### src/rtl/awsq_pkg.sv
// Shared constants, register codes and record types of the saturation qualifier.
package awsq_pkg;

  localparam int NodesDefault     = 8;
  localparam int RingDepthDefault = 16;

  localparam int NodeFieldW = 3;
  localparam int SlotW      = 4;
  localparam int BwW        = 32;
  localparam int MemW       = 48;
  localparam int ThrW       = 7;
  localparam int WinW       = 3;
  localparam int CfgIdxW    = 2;

  localparam int PctScale = 100;

  localparam logic [ThrW-1:0] ThrReset    = ThrW'(90);
  localparam logic [WinW-1:0] MaxWinReset = WinW'(4);

  typedef enum logic [CfgIdxW-1:0] {
    CFG_BW_THR  = 2'd0,
    CFG_CAP_THR = 2'd1,
    CFG_MAX_WIN = 2'd2
  } awsq_cfg_e;

  // Per node and kind qualifier record.
  typedef struct packed {
    logic [WinW-1:0] win_log2;
    logic            reported;
  } awsq_ctrl_t;

  typedef struct packed {
    logic [NodeFieldW-1:0] node;
    logic                  kind;
    logic                  saturated;
    logic                  changed;
  } awsq_result_t;

endpackage

### src/rtl/awsq_sat_detect.sv
// Raw saturation bit: operand stage, product stage, then threshold compares.
module awsq_sat_detect (
  input  logic                     clk_i,
  input  logic                     load_i,
  input  logic                     kind_i,
  input  logic [awsq_pkg::BwW-1:0]  bw_cur_a_i,
  input  logic [awsq_pkg::BwW-1:0]  bw_max_a_i,
  input  logic [awsq_pkg::BwW-1:0]  bw_cur_b_i,
  input  logic [awsq_pkg::BwW-1:0]  bw_max_b_i,
  input  logic [awsq_pkg::MemW-1:0] mem_total_i,
  input  logic [awsq_pkg::MemW-1:0] mem_free_i,
  input  logic                     mem_known_i,
  input  logic [awsq_pkg::ThrW-1:0] bw_thr_i,
  input  logic [awsq_pkg::ThrW-1:0] cap_thr_i,
  output logic                     sat_bit_o
);
  import awsq_pkg::*;

  localparam int BwPW  = BwW + ThrW;
  localparam int MemPW = MemW + ThrW;

  // Operand stage.
  logic            kind_q;
  logic [BwW-1:0]  cur_a_q, max_a_q, cur_b_q, max_b_q;
  logic [MemW-1:0] used_q, total_q;
  logic            cap_ok_q, a_live_q, b_live_q;

  // Product stage.
  logic             kind2_q, cap_ok2_q, a_live2_q, b_live2_q;
  logic [BwPW-1:0]  cur_a_x_q, max_a_x_q, cur_b_x_q, max_b_x_q;
  logic [MemPW-1:0] used_x_q, total_x_q;

  logic cmp_a, cmp_b, cmp_cap;

  always_ff @(posedge clk_i) begin
    if (load_i) begin
      kind_q   <= kind_i;
      cur_a_q  <= bw_cur_a_i;
      max_a_q  <= bw_max_a_i;
      cur_b_q  <= bw_cur_b_i;
      max_b_q  <= bw_max_b_i;
      total_q  <= mem_total_i;
      // free above total counts as nothing used
      used_q   <= (mem_free_i >= mem_total_i) ? '0 : mem_total_i - mem_free_i;
      cap_ok_q <= mem_known_i && (mem_total_i != '0);
      a_live_q <= (bw_max_a_i != '0);
      b_live_q <= (bw_max_b_i != '0);
    end
  end

  always_ff @(posedge clk_i) begin
    kind2_q   <= kind_q;
    cap_ok2_q <= cap_ok_q;
    a_live2_q <= a_live_q;
    b_live2_q <= b_live_q;
    cur_a_x_q <= BwPW'(cur_a_q) * BwPW'(PctScale);
    max_a_x_q <= BwPW'(max_a_q) * BwPW'(bw_thr_i);
    cur_b_x_q <= BwPW'(cur_b_q) * BwPW'(PctScale);
    max_b_x_q <= BwPW'(max_b_q) * BwPW'(bw_thr_i);
    used_x_q  <= MemPW'(used_q) * MemPW'(PctScale);
    total_x_q <= MemPW'(total_q) * MemPW'(cap_thr_i);
  end

  assign cmp_a   = cur_a_x_q > max_a_x_q;
  assign cmp_b   = cur_b_x_q > max_b_x_q;
  assign cmp_cap = used_x_q > total_x_q;

  // Type 1 decides first: idle stops, saturated stops, else fall back to type 0.
  assign sat_bit_o = kind2_q ? (cap_ok2_q && cmp_cap)
                             : (b_live2_q && (cmp_b || (a_live2_q && cmp_a)));

endmodule

### src/rtl/awsq_hist_store.sv
// History ring rows and qualifier records, one row per node and kind.
module awsq_hist_store #(
  parameter int ROW_W      = 4,
  parameter int RING_DEPTH = awsq_pkg::RingDepthDefault
) (
  input  logic                   clk_i,
  input  logic                   rst_ni,
  input  logic                   rd_en_i,
  input  logic [ROW_W-1:0]       rd_addr_i,
  output logic [RING_DEPTH-1:0]  ring_o,
  output awsq_pkg::awsq_ctrl_t   ctrl_o,
  input  logic                   wr_en_i,
  input  logic [ROW_W-1:0]       wr_addr_i,
  input  logic [RING_DEPTH-1:0]  ring_wr_i,
  input  awsq_pkg::awsq_ctrl_t   ctrl_wr_i
);
  import awsq_pkg::*;

  localparam int Rows = 1 << ROW_W;

  logic [RING_DEPTH-1:0] ring_mem [Rows];
  awsq_ctrl_t            ctrl_mem [Rows];
  logic [Rows-1:0]       row_valid_q;

  logic [RING_DEPTH-1:0] ring_rd_q;
  awsq_ctrl_t            ctrl_rd_q;
  logic                  rd_valid_q;

  always_ff @(posedge clk_i) begin
    if (wr_en_i) begin
      ring_mem[wr_addr_i] <= ring_wr_i;
      ctrl_mem[wr_addr_i] <= ctrl_wr_i;
    end
    if (rd_en_i) begin
      ring_rd_q <= ring_mem[rd_addr_i];
      ctrl_rd_q <= ctrl_mem[rd_addr_i];
    end
  end

  always_ff @(posedge clk_i or negedge rst_ni) begin
    if (!rst_ni) begin
      row_valid_q <= '0;
      rd_valid_q  <= 1'b0;
    end else begin
      if (wr_en_i) begin
        row_valid_q[wr_addr_i] <= 1'b1;
      end
      if (rd_en_i) begin
        rd_valid_q <= row_valid_q[rd_addr_i];
      end
    end
  end

  // Unwritten rows read as the reset state: empty ring, window of one, idle.
  assign ring_o = rd_valid_q ? ring_rd_q : '0;
  assign ctrl_o = rd_valid_q ? ctrl_rd_q : '0;

endmodule

### src/rtl/awsq_window_qual.sv
// Window agreement check and window update for one history row.
module awsq_window_qual #(
  parameter int RING_DEPTH = awsq_pkg::RingDepthDefault
) (
  input  logic [RING_DEPTH-1:0]     ring_i,
  input  awsq_pkg::awsq_ctrl_t      ctrl_i,
  input  logic [awsq_pkg::SlotW-1:0] slot_i,
  input  logic [awsq_pkg::WinW-1:0]  ring_log2_i,
  input  logic                      bit_i,
  output logic [RING_DEPTH-1:0]     ring_o,
  output awsq_pkg::awsq_ctrl_t      ctrl_o,
  output logic                      changed_o
);
  import awsq_pkg::*;

  localparam int RingW = $clog2(RING_DEPTH);

  logic [RingW:0]          len;
  logic [RingW-1:0]        len_m1;
  logic [RingW-1:0]        head;
  logic [WinW-1:0]         wl_eff;
  logic [RingW:0]          win;
  logic [RING_DEPTH-1:0]   in_win;
  logic                    agree;
  logic                    state;

  assign len    = (RingW+1)'(1) << ring_log2_i;
  assign len_m1 = RingW'(len - (RingW+1)'(1));
  assign head   = RingW'(slot_i) & len_m1;
  assign wl_eff = (ctrl_i.win_log2 > ring_log2_i) ? ring_log2_i : ctrl_i.win_log2;
  assign win    = (RingW+1)'(1) << wl_eff;

  // Mark the older entries of the window, walking back from head in the ring in use.
  always_comb begin
    logic [RingW-1:0] age;
    age    = '0;
    in_win = '0;
    for (int j = 0; j < RING_DEPTH; j++) begin
      age       = (head - RingW'(j)) & len_m1;
      in_win[j] = (RingW'(j) <= len_m1) && (age != '0) && ((RingW+1)'(age) < win);
    end
  end

  assign agree = ~|(in_win & (ring_i ^ {RING_DEPTH{bit_i}}));

  always_comb begin
    ring_o       = ring_i;
    ring_o[head] = bit_i;
  end

  always_comb begin
    if (agree) begin
      ctrl_o.win_log2 = (wl_eff < ring_log2_i) ? wl_eff + WinW'(1) : wl_eff;
      state           = bit_i;
    end else begin
      ctrl_o.win_log2 = (wl_eff != '0) ? wl_eff - WinW'(1) : wl_eff;
      state           = ctrl_i.reported;
    end
    ctrl_o.reported = state;
  end

  assign changed_o = state ^ ctrl_i.reported;

endmodule

### src/rtl/adaptive_window_saturation_qualifier.sv
// Top level of the adaptive window saturation qualifier.
//
// Usage:
//   Input channel (in_valid_i / in_ready_o) takes one sample word per node and
//   kind: bandwidth pairs for kind 0, total/free/known for kind 1, and the
//   ring slot of this sampling period. Every accepted word yields exactly one
//   result word on the output channel (out_valid_o / out_ready_i) carrying
//   the node, kind, qualified saturated state, changed flag and available.
//   Configuration writes (cfg_valid_i / cfg_ready_o, cfg_index_i, cfg_data_i)
//   are always taken; write them only while no sample is in flight.
// Timing:
//   One word at a time. A word passes through accept (operands latched,
//   history row read), products, compare plus read-modify-write of the row,
//   and the push into the output register. The output register frees the
//   input side, so the next word can be accepted while a result waits; no
//   word is accepted until the one before it has been pushed.
// Reset:
//   Thresholds return to 90 percent and the window limit to 16. Per-row valid
//   bits clear at once, so every history row reads as empty with no sweep.
// Stall:
//   A stalled receiver holds the result; the next word finishes its update and
//   waits in the push step until the output register drains.
module adaptive_window_saturation_qualifier #(
  parameter int NODES      = awsq_pkg::NodesDefault,
  parameter int RING_DEPTH = awsq_pkg::RingDepthDefault
) (
  input  logic                          clk_i,
  input  logic                          rst_ni,
  // configuration
  input  logic                          cfg_valid_i,
  output logic                          cfg_ready_o,
  input  logic [awsq_pkg::CfgIdxW-1:0]   cfg_index_i,
  input  logic [awsq_pkg::ThrW-1:0]      cfg_data_i,
  // sample input
  input  logic                          in_valid_i,
  output logic                          in_ready_o,
  input  logic [awsq_pkg::NodeFieldW-1:0] node_i,
  input  logic                          kind_i,
  input  logic [awsq_pkg::SlotW-1:0]     slot_i,
  input  logic [awsq_pkg::BwW-1:0]       bw_cur_a_i,
  input  logic [awsq_pkg::BwW-1:0]       bw_max_a_i,
  input  logic [awsq_pkg::BwW-1:0]       bw_cur_b_i,
  input  logic [awsq_pkg::BwW-1:0]       bw_max_b_i,
  input  logic [awsq_pkg::MemW-1:0]      mem_total_i,
  input  logic [awsq_pkg::MemW-1:0]      mem_free_i,
  input  logic                          mem_known_i,
  // result output
  output logic                          out_valid_o,
  input  logic                          out_ready_i,
  output logic [awsq_pkg::NodeFieldW-1:0] out_node_o,
  output logic                          out_kind_o,
  output logic                          saturated_o,
  output logic                          changed_o,
  output logic                          available_o
);
  import awsq_pkg::*;

  localparam int NodeLimit   = 1 << NodeFieldW;
  localparam int NodeRows    = (NODES < NodeLimit) ? NODES : NodeLimit;
  localparam int NodeW       = (NodeRows > 1) ? $clog2(NodeRows) : 1;
  localparam int RowW        = NodeW + 1;
  localparam int RingLog2Max = $clog2(RING_DEPTH + 1) - 1;

  typedef enum logic [1:0] {
    S_IDLE,
    S_MUL,
    S_EVAL,
    S_PUSH
  } st_e;

  st_e st_q;

  // configuration registers
  logic [ThrW-1:0] bw_thr_q, cap_thr_q;
  logic [WinW-1:0] max_win_q;
  logic [WinW-1:0] ring_log2;

  // sample bookkeeping
  logic                  in_accept;
  logic [NodeFieldW-1:0] node_q;
  logic                  kind_q;
  logic [SlotW-1:0]      slot_q;
  logic [RowW-1:0]       rd_row, row_q;
  logic                  node_ok;

  logic                  sat_bit;
  logic [RING_DEPTH-1:0] ring_rd, ring_wr;
  awsq_ctrl_t            ctrl_rd, ctrl_wr;
  logic                  qual_changed;
  logic                  wr_en;

  awsq_result_t res_d, res_q, out_res_q;
  logic         out_valid_q;

  assign cfg_ready_o = 1'b1;
  assign in_ready_o  = (st_q == S_IDLE);
  assign in_accept   = in_valid_i && in_ready_o;

  always_ff @(posedge clk_i or negedge rst_ni) begin
    if (!rst_ni) begin
      bw_thr_q  <= ThrReset;
      cap_thr_q <= ThrReset;
      max_win_q <= MaxWinReset;
    end else if (cfg_valid_i) begin
      unique case (cfg_index_i)
        CFG_BW_THR:  bw_thr_q  <= cfg_data_i;
        CFG_CAP_THR: cap_thr_q <= cfg_data_i;
        CFG_MAX_WIN: max_win_q <= cfg_data_i[WinW-1:0];
        default: ;  // drop writes past the register list
      endcase
    end
  end

  // Ring length in use: the window limit, clipped to what the ring holds.
  assign ring_log2 = (max_win_q > WinW'(RingLog2Max)) ? WinW'(RingLog2Max) : max_win_q;

  assign rd_row = {kind_i, node_i[NodeW-1:0]};

  always_ff @(posedge clk_i) begin
    if (in_accept) begin
      node_q <= node_i;
      kind_q <= kind_i;
      slot_q <= slot_i;
      row_q  <= rd_row;
    end
  end

  assign node_ok = (32'(node_q) < NODES);

  awsq_sat_detect u_detect (
    .clk_i       (clk_i),
    .load_i      (in_accept),
    .kind_i      (kind_i),
    .bw_cur_a_i  (bw_cur_a_i),
    .bw_max_a_i  (bw_max_a_i),
    .bw_cur_b_i  (bw_cur_b_i),
    .bw_max_b_i  (bw_max_b_i),
    .mem_total_i (mem_total_i),
    .mem_free_i  (mem_free_i),
    .mem_known_i (mem_known_i),
    .bw_thr_i    (bw_thr_q),
    .cap_thr_i   (cap_thr_q),
    .sat_bit_o   (sat_bit)
  );

  // Row read issues on accept and is held in the read register until the update
  // step consumes it; only one word is in flight, so read and write never overlap.
  awsq_hist_store #(
    .ROW_W      (RowW),
    .RING_DEPTH (RING_DEPTH)
  ) u_store (
    .clk_i     (clk_i),
    .rst_ni    (rst_ni),
    .rd_en_i   (in_accept),
    .rd_addr_i (rd_row),
    .ring_o    (ring_rd),
    .ctrl_o    (ctrl_rd),
    .wr_en_i   (wr_en),
    .wr_addr_i (row_q),
    .ring_wr_i (ring_wr),
    .ctrl_wr_i (ctrl_wr)
  );

  awsq_window_qual #(
    .RING_DEPTH (RING_DEPTH)
  ) u_qual (
    .ring_i      (ring_rd),
    .ctrl_i      (ctrl_rd),
    .slot_i      (slot_q),
    .ring_log2_i (ring_log2),
    .bit_i       (sat_bit),
    .ring_o      (ring_wr),
    .ctrl_o      (ctrl_wr),
    .changed_o   (qual_changed)
  );

  // An out-of-range node leaves all state alone and reports available.
  assign wr_en = (st_q == S_EVAL) && node_ok;

  always_comb begin
    res_d.node      = node_q;
    res_d.kind      = kind_q;
    res_d.saturated = node_ok && ctrl_wr.reported;
    res_d.changed   = node_ok && qual_changed;
  end

  always_ff @(posedge clk_i or negedge rst_ni) begin
    if (!rst_ni) begin
      st_q        <= S_IDLE;
      out_valid_q <= 1'b0;
      out_res_q   <= '0;
      res_q       <= '0;
    end else begin
      // the push step reloads the register itself
      if (out_valid_q && out_ready_i && st_q != S_PUSH) begin
        out_valid_q <= 1'b0;
      end
      unique case (st_q)
        S_IDLE: begin
          if (in_valid_i) begin
            st_q <= S_MUL;
          end
        end
        S_MUL: begin
          st_q <= S_EVAL;
        end
        S_EVAL: begin
          res_q <= res_d;
          st_q  <= S_PUSH;
        end
        S_PUSH: begin
          // hold until the output register is free or draining
          if (!out_valid_q || out_ready_i) begin
            out_valid_q <= 1'b1;
            out_res_q   <= res_q;
            st_q        <= S_IDLE;
          end
        end
        default: st_q <= S_IDLE;
      endcase
    end
  end

  assign out_valid_o = out_valid_q;
  assign out_node_o  = out_res_q.node;
  assign out_kind_o  = out_res_q.kind;
  assign saturated_o = out_res_q.saturated;
  assign changed_o   = out_res_q.changed;
  assign available_o = ~out_res_q.saturated;

`ifndef SYNTH
  a_one_in_flight: assert property (@(posedge clk_i) disable iff (!rst_ni)
    in_accept |=> !in_ready_o)
    else $error("second word accepted while one is in flight");

  a_push_when_free: assert property (@(posedge clk_i) disable iff (!rst_ni)
    (st_q == S_PUSH && !out_valid_q) |=> out_valid_q)
    else $error("push step did not load a free output register");

  a_change_in_range: assert property (@(posedge clk_i) disable iff (!rst_ni)
    (out_valid_o && (changed_o || saturated_o)) |-> (32'(out_node_o) < NODES))
    else $error("state reported for a node outside the configured range");

  a_no_write_out_of_range: assert property (@(posedge clk_i) disable iff (!rst_ni)
    (st_q == S_EVAL && !(32'(node_q) < NODES)) |-> !wr_en)
    else $error("history written for a node outside the configured range");
`endif

endmodule
### config.mk
export PLATFORM = sky130hd
export DESIGN_NAME = adaptive_window_saturation_qualifier
export DESIGN_NICKNAME = d
export VERILOG_FILES = /design/src/rtl/awsq_pkg.sv /design/src/rtl/awsq_sat_detect.sv /design/src/rtl/awsq_hist_store.sv /design/src/rtl/awsq_window_qual.sv /design/src/rtl/adaptive_window_saturation_qualifier.sv
export SDC_FILE = /design/constraint.sdc
export NUM_CORES = 2
export LEC_CHECK = 0
export BUFFER_PORTS_ARGS = -buffer_cell sky130_fd_sc_hd__buf_2
export CORE_MARGIN = 2
export CORE_UTILIZATION = 40
export CTS_CLUSTER_SIZE = 40
export DETAILED_ROUTE_END_ITERATION = 10
export HOLD_SLACK_MARGIN = 0.03
export PLACE_DENSITY = 0.55
export SLEW_MARGIN = 20
export SYNTH_ARGS = -nofsm -noshare
export SYNTH_HDL_FRONTEND = slang
export SYNTH_SLANG_ARGS = --single-unit
### constraint.sdc
create_clock -name clk_i -period 13.8 [get_ports clk_i]
set_clock_uncertainty 0.15 [all_clocks]
set_input_delay 1.38 -clock clk_i [delete_from_list [all_inputs] [get_ports clk_i]]
set_output_delay 1.38 -clock clk_i [all_outputs]
set_load 0.02 [all_outputs]
==> metrics.txt <==
# TYPE chip_impl_metric gauge
chip_impl_metric{name="postSynth.asyncResetShare",unit=""} 0.0552
chip_impl_info{name="crit-reg2reg-capture",value="u_store.ctrl_mem[11][2]"} 1
chip_impl_metric{name="synth.yosys.warnings",unit=""} 0
chip_impl_metric{name="timing.max_cap.violations",unit=""} 0
chip_impl_metric{name="clk-insertion-delay-late",unit="ns"} 0.76
chip_impl_metric{name="grt_start_max_net_pins",unit=""} 68
chip_impl_metric{name="count_of_flip_flops_with_a_built_in_enable_after_synthesis",unit=""} 575
chip_impl_info{name="largest_cells_by_area_after_synthesis",value="sky130_fd_sc_hd__edfxtp_1, sky130_fd_sc_hd__fa_1, sky130_fd_sc_hd__ha_1"} 1
chip_impl_metric{name="synth_largest_type_area_fraction",unit=""} 0.239
chip_impl_metric{name="dpl.hpwl",unit="um"} 131000
chip_impl_metric{name="ios",unit=""} 257
chip_impl_info{name="critical_path_class",value="reg2reg"} 1
chip_impl_metric{name="cts-buffers-inserted",unit=""} 103
chip_impl_metric{name="worst_margin_pin_slew",unit="ns"} 1.05
chip_impl_metric{name="detailed_place.area",unit="mm^2"} 0.0764
chip_impl_metric{name="antenna-diode-count",unit=""} 0
chip_impl_info{name="root_buffer",value="sky130_fd_sc_hd__clkbuf_16"} 1
chip_impl_info{name="critPathCaptureType",value="register"} 1
chip_impl_metric{name="post_cts_resize_count",unit=""} 0
chip_impl_info{name="hold_class",value="reg2reg"} 1
chip_impl_metric{name="report.final.setup_viol",unit=""} 0
chip_impl_metric{name="core-area",unit="mm^2"} 0.180
chip_impl_metric{name="dr_total_vias",unit=""} 48207
chip_impl_metric{name="ctsHoldBuffers",unit=""} 0
chip_impl_info{name="worst_r2r_startpoint",value="max_win_q[2]"} 1
chip_impl_metric{name="route.final.wire_length",unit="um"} 176000
chip_impl_metric{name="worstPathArrival",unit="ns"} 7.87
chip_impl_metric{name="chipHeight",unit="um"} 429
chip_impl_metric{name="synth.avg_cell_area",unit="um^2"} 10.6
chip_impl_metric{name="dpl.cell_count",unit=""} 9339
chip_impl_metric{name="clkTransAtPathRegs",unit="ns"} 0.06
chip_impl_info{name="startpoint_type",value="register"} 1
chip_impl_metric{name="vias_per_cell",unit=""} 5.06
chip_impl_metric{name="synth.cell_area",unit="mm^2"} 0.0723
chip_impl_metric{name="max_freq",unit="MHz"} 132
chip_impl_metric{name="maximum_root_to_sink_buffer_count",unit=""} 3
chip_impl_metric{name="synth_fp_nets",unit=""} 8460
chip_impl_info{name="outcome",value="finished clean"} 1
chip_impl_info{name="slowest_stage",value="sky130_fd_sc_hd__o22ai_1"} 1
chip_impl_metric{name="worstPathRequired",unit="ns"} 14.08
chip_impl_metric{name="drt_iter0_markers",unit=""} 2537
chip_impl_metric{name="post-route-period-util",unit=""} 0.550
chip_impl_metric{name="setup_buffers_after_cts",unit=""} 0
chip_impl_metric{name="first_global_vias",unit=""} 50775
chip_impl_metric{name="clock_tree.htree_level_count",unit=""} 3
chip_impl_info{name="worst_setup_path_startpoint",value="max_win_q[2]"} 1
chip_impl_info{name="timing.critical_path.to",value="u_store.ctrl_mem[11][2]"} 1
chip_impl_metric{name="ant_nets",unit=""} 0
chip_impl_metric{name="syn_inst",unit=""} 6826
chip_impl_metric{name="area_delta_synth_final",unit="%"} 10.4
chip_impl_metric{name="worst_r2r_path_depth",unit=""} 18
chip_impl_info{name="clock_tree_from_tritoncts",value="built"} 1
chip_impl_metric{name="worst_slew_margin_rel",unit=""} 0.298
chip_impl_metric{name="final-max-slew-violation-count",unit=""} 0
chip_impl_metric{name="dr_wl_cell",unit="um"} 18.5
chip_impl_info{name="rsz0062_at_grt",value="no"} 1
chip_impl_metric{name="critical_path.max_fanout",unit=""} 37
chip_impl_metric{name="design_area",unit="mm^2"} 0.0799
chip_impl_metric{name="cell_rows",unit=""} 156
chip_impl_metric{name="yosysSeqAreaShare",unit=""} 0.329
chip_impl_metric{name="all_layer_gr_usage",unit=""} 0.194
chip_impl_metric{name="die_outline_area",unit="mm^2"} 0.184
chip_impl_metric{name="final-instance-count-excl-fill",unit=""} 9534
chip_impl_metric{name="total_number_of_clock_tree_sinks",unit=""} 888
chip_impl_metric{name="synthDistinctLibCells",unit=""} 119
chip_impl_metric{name="dr.pass1.iters",unit=""} 5
chip_impl_metric{name="port_buffers",unit=""} 255
chip_impl_metric{name="fin_crit",unit="ns"} 7.59
chip_impl_info{name="flip_flop_cell_with_the_highest_count_after_synthesis",value="sky130_fd_sc_hd__edfxtp_1"} 1
chip_impl_metric{name="slowest_delay",unit="ns"} 0.78
chip_impl_metric{name="fillers",unit=""} 17041
chip_impl_metric{name="regArea",unit="mm^2"} 0.0238
chip_impl_info{name="yosys.area.top_type",value="sky130_fd_sc_hd__edfxtp_1"} 1
chip_impl_metric{name="layout.nets",unit=""} 8708
chip_impl_metric{name="setup_slack_of_the_worst_register_to_register_path",unit="ns"} 6.21
chip_impl_metric{name="gpl.final_weighted_congestion",unit=""} 0.883
chip_impl_metric{name="grt_pass1_wl",unit="um"} 284000
chip_impl_metric{name="final_sum_of_negative_setup_slack",unit="ns"} 0
chip_impl_metric{name="multiInputGateArea",unit="mm^2"} 0.0434
chip_impl_metric{name="register_bit_count_reported_by_yosys",unit=""} 888
chip_impl_metric{name="grt_antenna_before_repair",unit=""} 10
chip_impl_metric{name="floorplan.initialDensity",unit=""} 0.401
chip_impl_metric{name="die_x",unit="um"} 429
chip_impl_metric{name="final_layout_size_suffix_gt1_frac",unit=""} 0.0994
chip_impl_metric{name="overflow",unit=""} 0
chip_impl_info{name="crit_path_cell_trace",value="buf_4, inv_1, ha_1, nand3b_1, a32oi_1, mux2i_1, inv_1, ha_1, nand4_1, and2_1, o2111ai_1, o2bb2ai_1, nor4_1, a31oi_1, nor4b_4, a31oi_4, a21o_2, o22ai_1"} 1
chip_impl_metric{name="final-hold-violation-count",unit=""} 0
chip_impl_metric{name="detail_route.drc_violations",unit=""} 0
==> worst max-delay path: cells and delay by family, from the launching register on <==
family	cells	cell delay, ns
flops	1	0.51
mux	1	0.47
fa+ha+maj	2	0.88
buf+inv	3	1.05
compound gates	7	2.12
simple gates	5	2.05
==> state kept, by name, summed over array words and instances, names as in the netlist, 4 cells and up <==
name and count:
bw_thr_q 7, cap_thr_q 7, res_q 6, slot_q 4
u_detect.cur_a_q 32, u_detect.cur_a_x_q 37, u_detect.cur_b_q 32, u_detect.cur_b_x_q 37
u_detect.max_a_q 32, u_detect.max_a_x_q 39, u_detect.max_b_q 32, u_detect.max_b_x_q 39
u_detect.total_q 48, u_detect.total_x_q 55, u_detect.used_q 48, u_detect.used_x_q 53
u_store.ctrl_mem 64, u_store.ctrl_rd_q 4, u_store.ring_mem 256, u_store.ring_rd_q 16
u_store.row_valid_q 16
==> placed cells by master (no fill, tap or decap), types with 172 or more instances in the layout <==
cell / synthesis / layout
sky130_fd_sc_hd__inv_1: 1213 / 1213
sky130_fd_sc_hd__ha_1: 762 / 762
sky130_fd_sc_hd__fa_1: 625 / 625
sky130_fd_sc_hd__and2_1: 608 / 607
sky130_fd_sc_hd__edfxtp_1: 575 / 575
sky130_fd_sc_hd__nand2_1: 396 / 395
sky130_fd_sc_hd__a21oi_1: 310 / 310
sky130_fd_sc_hd__dfxtp_1: 264 / 264
sky130_fd_sc_hd__buf_2: 11 / 253
sky130_fd_sc_hd__nor2_1: 224 / 212
sky130_fd_sc_hd__o21ai_0: 173 / 173
sky130_fd_sc_hd__xnor2_1: 173 / 172
==> kinds of logic after synthesis <==
kind of cell	after synthesis	share of synthesized area
AND/OR/NAND/NOR	1763	0.132
adder cells (fa/ha/maj)	1387	0.305
buffers and inverters	1377	0.0729
AO/OA/AOI/OAI	1006	0.0918
flip-flops	888	0.329
XOR/XNOR	265	0.0321
multiplexers	139	0.0379
other	1	0.0000519
==> routing by layer <==
layer  GRT usage  vias to the layer above  wire, um
met4      0.0595                        4      5000
met5           0                        -        15
met1       0.266                    23706     82300
li1            -                    23426         -
met2       0.324                      830     83200
met3      0.0211                      241      5940
==> stage by stage <==
stage / util / hold slack (ns) / setup slack [ns]
global placement: 0.424 / 0.176 / 6.42
CTS: 0.443 / 0.201 / 6.23
detailed placement: 0.424 / 0.178 / 6.20
global route: 0.443 / 0.205 / 5.73
finish: 0.443 / 0.196 / 6.21
floorplan: - / 0.173 / 5.53
==> Yosys cell counts (50+ instances only) <==
| cell | number |
|---|---|
| sky130_fd_sc_hd__nand3_1 | 92 |
| sky130_fd_sc_hd__edfxtp_1 | 575 |
| sky130_fd_sc_hd__ha_1 | 762 |
| sky130_fd_sc_hd__nand4_1 | 65 |
| sky130_fd_sc_hd__mux4_2 | 105 |
| sky130_fd_sc_hd__a21oi_1 | 310 |
| sky130_fd_sc_hd__xor2_1 | 92 |
| sky130_fd_sc_hd__dfxtp_1 | 264 |
| sky130_fd_sc_hd__fa_1 | 625 |
| sky130_fd_sc_hd__o21a_1 | 50 |
| sky130_fd_sc_hd__and2_1 | 608 |
| sky130_fd_sc_hd__inv_1 | 1213 |
| sky130_fd_sc_hd__a21o_1 | 158 |
| sky130_fd_sc_hd__clkbuf_1 | 131 |
| sky130_fd_sc_hd__o21ai_0 | 173 |
| sky130_fd_sc_hd__xnor2_1 | 173 |
| sky130_fd_sc_hd__nor3_1 | 71 |
| sky130_fd_sc_hd__nand2_1 | 396 |
| sky130_fd_sc_hd__nor2_1 | 224 |
==> how the worst min path moves through the flow <==
stage,from,to,slack [ns],cells after the start
6_report,u_detect.cap_ok_q,u_detect.cap_ok2_q,0.20,0
5_1_grt,u_detect.b_live_q,u_detect.b_live2_q,0.21,0
4_1_cts,u_detect.cap_ok_q,u_detect.cap_ok2_q,0.20,0
3_5_place_dp,u_detect.cap_ok_q,u_detect.cap_ok2_q,0.18,0
3_3_place_gp,u_detect.cap_ok_q,u_detect.cap_ok2_q,0.18,0
2_1_floorplan,u_detect.a_live_q,u_detect.a_live2_q,0.17,0
==> final cells by class <==
cell class,instances,share of cell area
tap,2370,0.0371
multi-input combinational,4561,0.543
clock buffer,128,0.0344
inverter,1214,0.0571
timing repair buffer,306,0.0208
clock inverter,67,0.00949
sequential,888,0.298
Power is left out: the tool's default activity adds up to more than one toggle a clock period on the data nets, which glitch-free logic cannot reach.
